### src/sv/bvfm_pkg.sv
package bvfm_pkg;

	localparam int unsigned MV_W    = 16;
	localparam int unsigned TICK_W  = 32;
	localparam int unsigned SUM_W   = 22;
	localparam int unsigned CNT_W   = 6;
	localparam int unsigned STAT_W  = 2;
	localparam int unsigned CFG_W   = 32;
	localparam int unsigned IDX_W   = 3;

	// One quotient bit per divider step, over the full width of the sum.
	localparam int unsigned DIV_STEPS = SUM_W;
	localparam int unsigned STEP_W    = $clog2(DIV_STEPS);

	localparam logic [STAT_W-1:0] STATUS_NORMAL = 2'd0;
	localparam logic [STAT_W-1:0] STATUS_UNDER  = 2'd1;
	localparam logic [STAT_W-1:0] STATUS_OVER   = 2'd2;

	localparam logic [IDX_W-1:0] REG_OVER_THRESHOLD  = 3'd0;
	localparam logic [IDX_W-1:0] REG_UNDER_THRESHOLD = 3'd1;
	localparam logic [IDX_W-1:0] REG_HYSTERESIS      = 3'd2;
	localparam logic [IDX_W-1:0] REG_RECOVER_DELAY   = 3'd3;

	localparam logic [MV_W-1:0]   RST_OVER_THRESHOLD  = 16'd32000;
	localparam logic [MV_W-1:0]   RST_UNDER_THRESHOLD = 16'd8000;
	localparam logic [MV_W-1:0]   RST_HYSTERESIS      = 16'd2000;
	localparam logic [TICK_W-1:0] RST_RECOVER_DELAY   = 32'd3000;

	typedef struct packed {
		logic [MV_W-1:0]   sample_mv;
		logic              has_sample;
		logic              batch_end;
		logic [TICK_W-1:0] now_ticks;
	} item_t;

	typedef struct packed {
		logic [MV_W-1:0]   voltage_mv;
		logic [STAT_W-1:0] status;
	} result_t;

	typedef struct packed {
		logic accept;
		logic div_step;
		logic eval_write;
	} ctl_cmd_t;

	typedef struct packed {
		logic result_free;
	} dp_stat_t;

endpackage

### src/sv/bus_voltage_fault_monitor.sv
// Bus voltage monitor: samples in millivolts are summed into a batch of up to
// MAX_BATCH samples (extra samples are dropped), and an item with batch_end
// closes the batch, averages it with a truncating divide (an empty batch keeps
// the last average) and updates the normal / undervoltage / overvoltage state
// with hysteresis and a recovery delay counted on now_ticks. Only batch-end
// items produce a result. An item without batch_end is taken whenever the
// block is idle, back to back. A batch-end item holds the input while the
// bit-serial restoring divider runs (one quotient bit per cycle over the 22-bit
// sum), while the result is evaluated and loaded into the result register, and
// while the previous result still sits stalled there. Configuration registers are
// written through cfg_we, cfg_index and cfg_data while the block is idle, as
// the user must ensure, unenforced by the block; unknown indexes are ignored.
module bus_voltage_fault_monitor #(
	parameter int unsigned MAX_BATCH = 32
) (
	input  logic                          clk,
	input  logic                          arst_n,
	input  logic                          item_valid,
	output logic                          item_stall,
	input  bvfm_pkg::item_t               item,
	output logic                          result_valid,
	input  logic                          result_stall,
	output bvfm_pkg::result_t             result,
	input  logic                          cfg_we,
	input  logic [bvfm_pkg::IDX_W-1:0]    cfg_index,
	input  logic [bvfm_pkg::CFG_W-1:0]    cfg_data
);
	import bvfm_pkg::*;

	ctl_cmd_t cmd;
	dp_stat_t stat;

	bvfm_ctrl u_ctrl (
		.clk        (clk),
		.arst_n     (arst_n),
		.item_valid (item_valid),
		.batch_end  (item.batch_end),
		.item_stall (item_stall),
		.cmd        (cmd),
		.stat       (stat)
	);

	bvfm_dpath #(
		.MAX_BATCH (MAX_BATCH)
	) u_dpath (
		.clk          (clk),
		.arst_n       (arst_n),
		.item         (item),
		.cmd          (cmd),
		.stat         (stat),
		.cfg_we       (cfg_we),
		.cfg_index    (cfg_index),
		.cfg_data     (cfg_data),
		.result_valid (result_valid),
		.result_stall (result_stall),
		.result       (result)
	);

endmodule

### src/sv/bvfm_ctrl.sv
module bvfm_ctrl (
	input  logic                clk,
	input  logic                arst_n,
	input  logic                item_valid,
	input  logic                batch_end,
	output logic                item_stall,
	output bvfm_pkg::ctl_cmd_t  cmd,
	input  bvfm_pkg::dp_stat_t  stat
);
	import bvfm_pkg::*;

	localparam logic [1:0] ST_IDLE = 2'd0;
	localparam logic [1:0] ST_DIV  = 2'd1;
	localparam logic [1:0] ST_EVAL = 2'd2;

	logic [1:0]        state_q;
	logic [STEP_W-1:0] step_q;
	logic              accept;

	assign item_stall = (state_q != ST_IDLE);
	assign accept     = item_valid && !item_stall;

	always_comb begin
		cmd.accept     = accept;
		cmd.div_step   = (state_q == ST_DIV);
		cmd.eval_write = (state_q == ST_EVAL) && stat.result_free;
	end

	always_ff @(posedge clk or negedge arst_n) begin
		if (!arst_n) begin
			state_q <= ST_IDLE;
			step_q  <= '0;
		end else begin
			case (state_q)
				ST_IDLE: begin
					if (accept && batch_end) begin
						state_q <= ST_DIV;
						step_q  <= '0;
					end
				end
				ST_DIV: begin
					if (step_q == STEP_W'(DIV_STEPS - 1)) begin
						state_q <= ST_EVAL;
					end
					step_q <= step_q + 1'b1;
				end
				ST_EVAL: begin
					if (stat.result_free) begin
						state_q <= ST_IDLE;
					end
				end
				default: begin
					state_q <= ST_IDLE;
				end
			endcase
		end
	end

endmodule

### src/sv/bvfm_dpath.sv
module bvfm_dpath #(
	parameter int unsigned MAX_BATCH = 32
) (
	input  logic                          clk,
	input  logic                          arst_n,
	input  bvfm_pkg::item_t               item,
	input  bvfm_pkg::ctl_cmd_t            cmd,
	output bvfm_pkg::dp_stat_t            stat,
	input  logic                          cfg_we,
	input  logic [bvfm_pkg::IDX_W-1:0]    cfg_index,
	input  logic [bvfm_pkg::CFG_W-1:0]    cfg_data,
	output logic                          result_valid,
	input  logic                          result_stall,
	output bvfm_pkg::result_t             result
);
	import bvfm_pkg::*;

	logic [MV_W-1:0]   over_q;
	logic [MV_W-1:0]   under_q;
	logic [MV_W-1:0]   hyst_q;
	logic [TICK_W-1:0] delay_q;

	logic [SUM_W-1:0]  sum_q;
	logic [CNT_W-1:0]  count_q;
	logic [MV_W-1:0]   avg_q;
	logic [STAT_W-1:0] fault_q;
	logic              wait_q;
	logic [TICK_W-1:0] start_q;

	// Restoring divider state; the dividend shifts out as quotient bits shift in.
	logic [SUM_W-1:0]  quo_q;
	logic [CNT_W-1:0]  rem_q;
	logic [CNT_W-1:0]  divisor_q;
	logic              div_en_q;
	logic [TICK_W-1:0] now_q;

	logic              add_ok;
	logic [SUM_W-1:0]  sum_nx;
	logic [CNT_W-1:0]  count_nx;
	logic [CNT_W:0]    shifted;
	logic              fits;
	logic [CNT_W:0]    trial;

	logic [MV_W-1:0]   avg_nx;
	logic [MV_W:0]     over_level;
	logic [MV_W:0]     under_level;
	logic              recovered;
	logic [TICK_W-1:0] elapsed;
	logic [STAT_W-1:0] fault_nx;
	logic              wait_nx;
	logic [TICK_W-1:0] start_nx;

	assign add_ok   = item.has_sample && (count_q < CNT_W'(MAX_BATCH));
	assign sum_nx   = add_ok ? sum_q + SUM_W'(item.sample_mv) : sum_q;
	assign count_nx = add_ok ? count_q + 1'b1 : count_q;

	assign shifted = {rem_q, quo_q[SUM_W-1]};
	assign fits    = (shifted >= {1'b0, divisor_q});
	assign trial   = shifted - {1'b0, divisor_q};

	assign stat.result_free = !result_valid || !result_stall;

	always_comb begin
		avg_nx      = div_en_q ? quo_q[MV_W-1:0] : avg_q;
		over_level  = {1'b0, over_q} - {1'b0, hyst_q};
		under_level = {1'b0, under_q} + {1'b0, hyst_q};
		elapsed     = now_q - start_q;
		// With the margin larger than the over threshold nothing can lie below it.
		if (fault_q == STATUS_OVER) begin
			recovered = (over_q >= hyst_q) && ({1'b0, avg_nx} < over_level);
		end else begin
			recovered = ({1'b0, avg_nx} > under_level);
		end
		fault_nx = fault_q;
		wait_nx  = wait_q;
		start_nx = start_q;
		if (fault_q != STATUS_NORMAL) begin
			if (recovered) begin
				if (!wait_q) begin
					wait_nx  = 1'b1;
					start_nx = now_q;
				end else if (elapsed >= delay_q) begin
					fault_nx = STATUS_NORMAL;
					wait_nx  = 1'b0;
				end
			end else begin
				wait_nx = 1'b0;
			end
		end else if (avg_nx > over_q) begin
			fault_nx = STATUS_OVER;
		end else if (avg_nx < under_q) begin
			fault_nx = STATUS_UNDER;
		end
	end

	always_ff @(posedge clk or negedge arst_n) begin
		if (!arst_n) begin
			over_q  <= RST_OVER_THRESHOLD;
			under_q <= RST_UNDER_THRESHOLD;
			hyst_q  <= RST_HYSTERESIS;
			delay_q <= RST_RECOVER_DELAY;
		end else if (cfg_we) begin
			case (cfg_index)
				REG_OVER_THRESHOLD:  over_q  <= cfg_data[MV_W-1:0];
				REG_UNDER_THRESHOLD: under_q <= cfg_data[MV_W-1:0];
				REG_HYSTERESIS:      hyst_q  <= cfg_data[MV_W-1:0];
				REG_RECOVER_DELAY:   delay_q <= cfg_data[TICK_W-1:0];
				default: begin
				end
			endcase
		end
	end

	always_ff @(posedge clk or negedge arst_n) begin
		if (!arst_n) begin
			sum_q        <= '0;
			count_q      <= '0;
			avg_q        <= '0;
			fault_q      <= STATUS_NORMAL;
			wait_q       <= 1'b0;
			start_q      <= '0;
			result_valid <= 1'b0;
		end else begin
			if (cmd.accept) begin
				if (item.batch_end) begin
					sum_q   <= '0;
					count_q <= '0;
				end else begin
					sum_q   <= sum_nx;
					count_q <= count_nx;
				end
			end
			if (cmd.eval_write) begin
				avg_q        <= avg_nx;
				fault_q      <= fault_nx;
				wait_q       <= wait_nx;
				start_q      <= start_nx;
				result_valid <= 1'b1;
			end else if (!result_stall) begin
				result_valid <= 1'b0;
			end
		end
	end

	always_ff @(posedge clk) begin
		if (cmd.accept && item.batch_end) begin
			quo_q     <= sum_nx;
			rem_q     <= '0;
			divisor_q <= count_nx;
			div_en_q  <= (count_nx != '0);
			now_q     <= item.now_ticks;
		end else if (cmd.div_step) begin
			quo_q <= {quo_q[SUM_W-2:0], fits};
			rem_q <= fits ? trial[CNT_W-1:0] : shifted[CNT_W-1:0];
		end
		if (cmd.eval_write) begin
			result.voltage_mv <= avg_nx;
			result.status     <= fault_nx;
		end
	end

endmodule

### config.mk
export PLATFORM = sky130hd
export DESIGN_NAME = bus_voltage_fault_monitor
export DESIGN_NICKNAME = d
export VERILOG_FILES = /design/src/sv/bvfm_pkg.sv /design/src/sv/bus_voltage_fault_monitor.sv /design/src/sv/bvfm_ctrl.sv /design/src/sv/bvfm_dpath.sv
export SDC_FILE = /design/constraint.sdc
export NUM_CORES = 1
export LEC_CHECK = 0
export BUFFER_PORTS_ARGS = -buffer_cell sky130_fd_sc_hd__buf_2
export CORE_MARGIN = 5
export CORE_UTILIZATION = 40
export DETAILED_ROUTE_END_ITERATION = 6
export SLEW_MARGIN = 5
export SYNTH_ARGS = -nofsm -noshare
export SYNTH_HDL_FRONTEND = slang
export SYNTH_SLANG_ARGS = --single-unit
### constraint.sdc
create_clock -name clk -period 4.6 [get_ports clk]
set_input_delay 0.92 -clock clk [delete_from_list [all_inputs] [get_ports clk]]
set_output_delay 0.92 -clock clk [all_outputs]
set_load 0.05 [all_outputs]
* After elaboration in Yosys (flattened, before gate mapping)
Index checks and enable logic that the tools add are counted.
** Word-level totals
- Flip-flop bits (word level) :: 252
- Word-level logic and storage cells :: 97
- Input bits :: 90
** Cells by class
- $lt $le $gt $ge :: 8
- Reductions and logical operators :: 24
- $add $sub $neg :: 7
- Eq/ne operators :: 11
- Multiplexer cells :: 26
- Bitwise gates (word level) :: 1
** Operator list (number)
- $mux W22 :: 4
- $ge A32 B32 Y1 :: 1
- $sub A32 B32 Y32 :: 1
- $add A22 B16 Y22 :: 1
- $mux W2 :: 9
- $mux W6 :: 3
- $add A16 B16 Y17 :: 1
- $gt A16 B17 Y1 :: 1
- $lt A16 B17 Y1 :: 1
- $sub A16 B16 Y17 :: 1
- $ge A16 B16 Y1 :: 1
- $gt A16 B16 Y1 :: 1
- $lt A16 B16 Y1 :: 1
- $mux W16 :: 1
- $reduce_and A2 Y1 :: 6
- $pmux W5 S2 :: 1
- $ne A2 B1 Y1 const B :: 4
- $reduce_bool A2 Y1 :: 4
- $ge A7 B6 Y1 :: 1
- $add A6 B1 Y6 const B :: 1
- $eq A3 B2 Y1 const B :: 2
- $lt A6 B6 Y1 const B :: 1
- $mux W1 :: 6
- $pmux W2 S3 :: 1
- other kinds (16) :: 23

* Logic depth before layout (Yosys ltp)
Gate-level depths: netlist of the first run.
- Word-level depth :: 6
- Gate-level depth with buffers :: 21
- Mapped depth without buffers :: 21

* By module
A second synthesis of the first run with hierarchy kept.
** Unflattened totals
- Cell total of the unflattened synthesis :: 1618
- Area total of the unflattened synthesis :: 16057.9 µm²
** By module, submodules not included
- bvfm_dpath :: sequential area each 6527.5 µm², area an instance 15675.0 µm², cells each 1579, times used 1
- bvfm_ctrl :: sequential area each 175.2 µm², area an instance 382.9 µm², cells each 39, times used 1

* Worst setup path after synthesis of the first run
OpenSTA, ideal clock, no wires.
- Kind :: reg2reg
- From :: reg u_dpath.hyst_q[5]
- To :: reg u_dpath.start_q[10]
- Cell stages (with the launch flop) :: 18
- Arrival :: 4.342 ns
- Slack :: 0.133 ns
- Period minus slack after synthesis :: 4.467 ns
- Path buffers :: 1
- Path through :: dfrtp_1 ha_1 or3_4 or4_4 a211o_2 a31oi_1 o211ai_1 a21oi_1 xor2_1 ha_1 nor2b_1 a2111oi_0 o221ai_1 nand4b_1 nor2_1 o221ai_2 buf_6 mux2_2
** Between the ends
- Word-level cells in the longest chain between the ends :: 5
** Ends and longest elaborated chain
- start, declared :: line bvfm_dpath.sv:20 : logic [MV_W-1:0] hyst_q;
- start signal, assigned :: line bvfm_dpath.sv:106 : REG_HYSTERESIS: hyst_q <= cfg_data[MV_W-1:0];
- $sub A16 B16 Y17 :: line bvfm_dpath.sv:65 : over_level = {1'b0, over_q} - {1'b0, hyst_q};
- $lt A16 B17 Y1 :: line bvfm_dpath.sv:70 : recovered = (over_q >= hyst_q) && ({1'b0, avg_nx} < over_level);
- $logic_and A1 B1 Y1 :: line bvfm_dpath.sv:70
- $mux W1 (*) :: line bvfm_dpath.sv:69 : if (fault_q == STATUS_OVER) begin
- $reduce_and A4 Y1 (no source line) (*)
- end signal, assigned :: line bvfm_dpath.sv:137 : start_q <= start_nx;
- end, declared :: line bvfm_dpath.sv:28 : logic [TICK_W-1:0] start_q;
Every way passes the cells marked *; elsewhere a longest branch is shown, timed or not.
A chain may end at the register's enable or synchronous reset.

* Final worst setup path of the first run
- From :: reg u_dpath.under_q[5]
- To :: reg u_dpath.start_q[30]
** Between the ends
- Word-level cells in the longest chain between the ends :: 4
** Ends and longest elaborated chain
- start, declared :: line bvfm_dpath.sv:19 : logic [MV_W-1:0] under_q;
- start signal, assigned :: line bvfm_dpath.sv:105 : REG_UNDER_THRESHOLD: under_q <= cfg_data[MV_W-1:0];
- $add A16 B16 Y17 :: line bvfm_dpath.sv:66 : under_level = {1'b0, under_q} + {1'b0, hyst_q};
- $gt A16 B17 Y1 :: line bvfm_dpath.sv:72 : recovered = ({1'b0, avg_nx} > under_level);
- $mux W1 :: line bvfm_dpath.sv:69
- $reduce_and A4 Y1 (no source line)
No other way between the ends.

==> run_results.csv, run 1 <==
group,metric,value,unit
global_routing,grt_pass1_vias,12300,
synthesis,ys_warn_count,0,
timing,drv_slew,0,
synthesis,async_reset_ff_frac,0.663,
placed_design,dp_cells,2249,
setup_path,crit_required,5050,ps
final_layout,multi_input_area,0.00903,mm²
clocking,cts_buffers,30,
floorplan,die_area,0.0445,mm²
final_layout,drive_above_1_share,0.214,
synthesis,avgSynthCellArea,9.97,µm²
floorplan,pin_count,110,
placed_design,port_buffers,109,
setup_path,cp_slowest_cell,"or4_4",
setup_path,path_class,"reg -> reg",
clocking,cts_root_buf,"clkbuf_16",
floorplan,core_area,0.0398,mm²
clocking,cts.path.max_buffers,3,
clocking,tritoncts,"yes",
timing,worst_pin_slew,997,ps
global_routing,grt_pass1_wl,65100,µm
status,status,"completed",
power,power_leakage,8.77,nW
min_path,hp-class,"in -> async",
setup_path,crit_path_max_fanout,8,
timing,finClkSkew,15.1,ps
timing,rsz0062_at_grt,"yes",
power,powerDensity,545,mW/mm²
setup_path,path_cells,"ha_2, or3_4, or4_4, o21a_1, a21oi_1, nor2b_1, nor2_1, xor2_1, ha_1, nand4_1, or2_2, o221ai_1, nand4b_1, o21ai_2, o221ai_4, buf_6, buf_12, buf_16, mux2_4",
timing,timing.fmax,219,MHz
floorplan,die_width,211,µm
routing,dr.pass1.iters,5,
clocking,holdBufCountCts,0,
routing,drt_iter0_drc,606,
routing,routed_wl,40900,µm
global_routing,antenna_found_initial,0,
timing,post-route-period-util,0.994,
floorplan,die_y,211,µm
timing,setup_tns,0,ps
run,drv_cap,0,
routing,vias,12300,
setup_path,critPathCaptureType,"register",
final_layout,syn2layout_area_growth,17.8,%
synthesis,synth_cells,1620,
setup_path,slowest_delay,510,ps
synthesis,synth_nets,1897,
final_layout,nets,2049,
synthesis,synth_edf_count,79,
synthesis,ys_seq_area_frac,0.415,
setup_path,arrival,5030,ps
global_routing,grt_start_max_net_pins,90,
final_layout,antenna_cells,0,
clocking,clk_pin_slew,60,ps
setup_path,start_kind,"register",
synthesis,synth_cell_type_count,79,
placed_design,gp_congestion,0.955,
floorplan,start_util,0.406,
floorplan,row_count,73,
routing,wl_per_cell,17.6,µm
clocking,htree_levels,1,
final_layout,fin_cells,2321,
synthesis,synth_ff_type,"dfrtp_1",
placed_design,hpwl,30500,µm
final_layout,fillers,3759,
global_routing,grt_usage,0.180,
routing,drc_errors,0,
timing,relSlewSlack,0.336,
synthesis,netlist_area,0.0162,mm²
synthesis,synth-seq-cells,252,
power,ir_drop,0.000281,V
global_routing,gr-total-overflow,0,
routing,viasPerCell,5.32,
clocking,clkSinkCount,252,
routing,ant_nets,0,
timing,fin_crit,4570,ps
clocking,worstSkewPairLatency,580,ps
timing,setup_viol,0,
timing,hold_viol,0,
final_layout,seqCellArea,0.00670,mm²
-- cell families after synthesis --
kind of cell | after synthesis | share of synthesized area
multiplexers | 112 | 0.0775
AO/OA/AOI/OAI | 406 | 0.158
XOR/XNOR | 77 | 0.0418
AND/OR/NAND/NOR | 386 | 0.112
adder cells (fa/ha/maj) | 187 | 0.147
buffers and inverters | 200 | 0.0480
flip-flops | 252 | 0.415
-- critical path: cells and delay by family (launching register included) --
family	cells	cell delay (ps)
simple gates	7	1820
flops	1	380
xor+xnor	1	80
mux	1	290
fa+ha+maj	2	500
buf+inv	3	410
compound gates	5	970
-- cells in the mapped netlist (17+ instances only) --
library cell	n	area (µm²)
nand4_1	24	150
dfrtp_1	142	3550
dfstp_2	25	657
and3_1	17	106
nand2_1	158	593
mux2_2	97	1090
nor2_1	77	289
xor2_1	37	324
nand3_1	28	140
clkbuf_1	31	116
inv_1	160	601
o21ai_0	141	706
a21oi_1	80	400
edfxtp_1	79	2370
a21o_1	47	353
ha_1	182	2280
xnor2_1	40	350
o21a_1	20	150
-- cells in the final DEF, fill, tap and decap left out, types with 17 or more instances in the layout --
master / count
ha_1: 179
inv_1: 158
nand2_1: 158
dfrtp_1: 142
o21ai_0: 140
buf_2: 108
mux2_2: 90
edfxtp_1: 79
nor2_1: 76
a21oi_1: 71
a21o_1: 47
buf_4: 42
xnor2_1: 40
xor2_1: 37
clkbuf_16: 31
nand3_1: 28
dfstp_2: 25
nand4_1: 24
o21a_1: 20
and3_1: 17
-- registers in the layout, indices dropped and copies added (netlist names), 6 cells and up --
name               flops
u_dpath.avg_q         16
u_dpath.result        18
u_dpath.sum_q         22
u_dpath.now_q         32
u_dpath.quo_q         22
u_dpath.under_q       16
u_dpath.over_q        16
u_dpath.hyst_q        16
u_dpath.rem_q          6
u_dpath.start_q       32
u_dpath.delay_q       32
u_dpath.count_q        6
u_dpath.divisor_q      6
-- final timing paths --
kind	slack, ps	depth (start not counted)	from	endpoint
worst min-delay path	400	1	arst_n	u_dpath.over_q[9]$_DFFE_PN0P_
max in group asynchronous	3240	2	arst_n	u_dpath.delay_q[3]$_DFFE_PN1P_
worst max register to register	30	19	u_dpath.under_q[5]$_DFFE_PN0P_	u_dpath.start_q[30]$_DFFE_PN0P_
worst max-delay path	30	19	u_dpath.under_q[5]$_DFFE_PN0P_	u_dpath.start_q[30]$_DFFE_PN0P_
min in group clk	470	2	u_dpath.rem_q[5]$_SDFFE_PP0P_	u_dpath.rem_q[5]$_SDFFE_PP0P_
worst min register to register	470	2	u_dpath.rem_q[5]$_SDFFE_PP0P_	u_dpath.rem_q[5]$_SDFFE_PP0P_
-- layer usage --
metal / global-route usage / share of wire / vias up
met1: 0.250 / 0.47 / 5972
li1: - / - / 6115
met4: 0.0429 / 0.020 / 0
met2: 0.297 / 0.47 / 195
met3: 0.0288 / 0.041 / 57
met5: 0 / 0 / -
-- area by class of cell --
class	instances	share of cell area
clock buffer	44	0.0470
clock inverter	12	0.00724
inverter	161	0.0318
multi-input combinational	1168	0.475
sequential	252	0.352
tap	525	0.0345
timing repair buffer	159	0.0525
-- per-stage QoR --
stage	power (mW)	setup slack, ps	hold slack (ps)	utilization	cell area, µm²
floorplan	6.35	133	426	-	16200
global placement	7.50	-82.3	442	0.440	17500
detailed placement	7.62	-123	457	0.440	17500
CTS	10.2	8.19	439	0.472	18800
global route	11.2	-146	457	0.478	19000
finish	10.4	25.5	395	0.478	19000
-- power breakdown --
group / total, mW / internal, mW / switching [mW] / leakage, nW
sequential: 3.25 / 2.90 / 0.346 / 2.86
combinational: 4.65 / 2.05 / 2.59 / 5.40
clock: 2.47 / 1.51 / 0.969 / 0.507
total: 10.4 / 6.46 / 3.91 / 8.77
-- timing repair --
item                                    in CTS  in global routing
cloned                                       3                  0
endpoints found under the setup margin      37                 37
gates resized for setup                     21                 55
setup buffers                                8                 11
pin swaps                                   10                 34
No activity file was read; power rests on OpenSTA's default activity.
==> run 2: changes to the inputs <==
- clock period: 4.6 -> 3.7 ns (I/O delays scaled with it)
==> run_results.csv, run 2 (synthesis results as in run 1) <==
group,metric,value,unit
status,status,"finished with violations",
status,violations,"negative setup slack",
clocking,cts_root_buf,"clkbuf_16",
placed_design,gp_congestion,0.930,
clocking,clkSinkCount,252,
power,clkPwrFrac,0.220,
global_routing,antenna_found_initial,0,
floorplan,die_y,211,µm
routing,ant_nets,0,
floorplan,pin_count,110,
clocking,tritoncts,"yes",
power,ir_drop,0.000435,V
floorplan,start_util,0.406,
final_layout,fin_cells,2442,
clocking,htree_levels,1,
floorplan,die_width,211,µm
timing,setup_tns,-23060,ps
global_routing,grt_pass1_vias,12900,
timing,rsz0062_at_grt,"yes",
final_layout,fillers,3741,
setup_path,critPathLaunch,"u_dpath.under_q[5]$_DFFE_PN0P_",
final_layout,layout_common_cells,"ha_1 (174), nand2_1 (157), buf_4 (157)",
setup_path,crit_required,4150,ps
power,powerDensity,662,mW/mm²
placed_design,hpwl,32000,µm
routing,routed_wl,42700,µm
setup_path,r2r_start,"u_dpath.under_q[5]$_DFFE_PN0P_",
timing,setup_viol,37,
final_layout,reg_top3,"u_dpath.delay_q (32), u_dpath.now_q (32), u_dpath.start_q (32)",
setup_path,arrival,4830,ps
final_layout,seqCellArea,0.00670,mm²
power,p_total,13.4,mW
power,internal_power,8.36,mW
final_layout,design_area,0.0202,mm²
timing,hold_viol,0,
clocking,cts_buffers,29,
timing,whs,188,ps
placed_design,dpl_cell_area,0.0186,mm²
setup_path,r2r_cells,18,
placed_design,place_ws,-761,ps
floorplan,die_area,0.0445,mm²
timing,post-route-period-util,1.18,
routing,vias,12900,
final_layout,nets,2171,
routing,viasPerCell,5.28,
setup_path,path_class,"reg -> reg",
global_routing,gr-total-overflow,0,
routing,wl_per_cell,17.5,µm
setup_path,r2r_slack,-680,ps
timing,setup_ws,-683,ps
global_routing,grt_pass1_wl,68100,µm
min_path,hp-class,"in -> async",
final_layout,syn2layout_area_growth,25.1,%
run,drv_cap,0,
power,p_sw,5.01,mW
power,power_leakage,9.47,nW
timing,drv_slew,0,
clocking,holdBufCountCts,0,
timing,worst_pin_slew,701,ps
clocking,cts.path.max_buffers,3,
final_layout,fin_util,0.507,
setup_path,start_kind,"register",
clocking,worstSkewPairLatency,580,ps
power,p_comb_frac,0.478,
final_layout,multi_input_area,0.00924,mm²
routing,dr.pass1.iters,5,
global_routing,grt_start_max_net_pins,68,
routing,drc_errors,0,
setup_path,reg2reg_to,"u_dpath.start_q[1]$_DFFE_PN0P_",
floorplan,core_area,0.0398,mm²
power,sw_frac_of_total,0.375,
placed_design,port_buffers,109,
setup_path,critPathCaptureType,"register",
placed_design,dp_cells,2374,
final_layout,drive_above_1_share,0.278,
timing,finClkSkew,19.4,ps
clocking,clk_pin_slew,60,ps
power,seq_power_share,0.302,
timing,fin_crit,4380,ps
floorplan,row_count,73,
final_layout,antenna_cells,0,
final_layout,layout_commonest_cell,"ha_1",
timing,timing.fmax,228,MHz
timing,relSlewSlack,0.528,
global_routing,grt_usage,0.187,
setup_path,crit_path_max_fanout,5,
routing,drt_iter0_drc,614,
run 2: changes by cell type in the layout (fill, tap and decap cells not counted), sizes merged:
cell,before,now
clkinv,7,9
bufinv,3,4
buf,159,280
clkbuf,44,37
clkinvlp,1,5
run 2: worst max-delay path, cell delays in order (launching register included):
cell,delay [ps]
dfrtp_1,380
ha_2,190
or3_4,370
or4_4,440
a211o_4,310
a31oi_4,140
o211ai_1,110
a21oi_1,180
xor2_1,170
ha_1,260
nor2b_4,140
a2111oi_4,170
o221ai_1,170
nand4b_1,210
nor2_2,90
o221ai_4,250
buf_12,180
clkbuf_16,150
mux2_2,320
run 2: cell type report:
| type | count | area share |
|---|---|---|
| Sequential cell | 252 | 0.332 |
| Multi-Input combinational cell | 1168 | 0.458 |
| Inverter | 161 | 0.0299 |
| Clock buffer | 35 | 0.0375 |
| Timing Repair Buffer | 282 | 0.0997 |
| Tap cell | 525 | 0.0325 |
| Clock inverter | 19 | 0.0108 |
run 2: how the worst max path moves through the flow:
stage	to	slack, ps	depth (start not counted)
5_1_grt	u_dpath.start_q[1]$_DFFE_PN0P_	-850	18
4_1_cts	u_dpath.start_q[25]$_DFFE_PN0P_	-650	18
3_5_place_dp	u_dpath.start_q[1]$_DFFE_PN0P_	-760	20
3_3_place_gp	u_dpath.start_q[8]$_DFFE_PN0P_	-790	21
6_report	u_dpath.start_q[1]$_DFFE_PN0P_	-680	18
2_1_floorplan	u_dpath.start_q[10]$_DFFE_PN0P_	-380	17
run 2: power groups by stage:
stage | Sequential, mW | Combinational [mW] | Clock, mW
after global placement | 4.05 | 5.95 | 0
after detailed placement | 4.07 | 6.08 | 0
final | 4.04 | 6.39 | 2.94
after CTS | 4.03 | 6.25 | 3.02
after global routing | 4.12 | 7.15 | 3.15
after floorplan | 3.94 | 4.06 | 0
run 2: what timing repair did:
action / in CTS / in global routing
setup buffers: 7 / 3
pin swaps: 29 / 27
endpoints found under the hold margin: 0 / 0
endpoints found under the setup margin: 37 / 37
gates resized for setup: 36 / 58
cloned: 2 / 2
run 2: per-layer routing:
metal | GRT usage | vias to the layer above | routed length, µm
met5 | 0 | - | 0
met4 | 0.0521 | 0 | 1140
met3 | 0.0229 | 60 | 1540
met2 | 0.314 | 219 | 20100
met1 | 0.257 | 6239 | 19900
li1 | - | 6371 | -
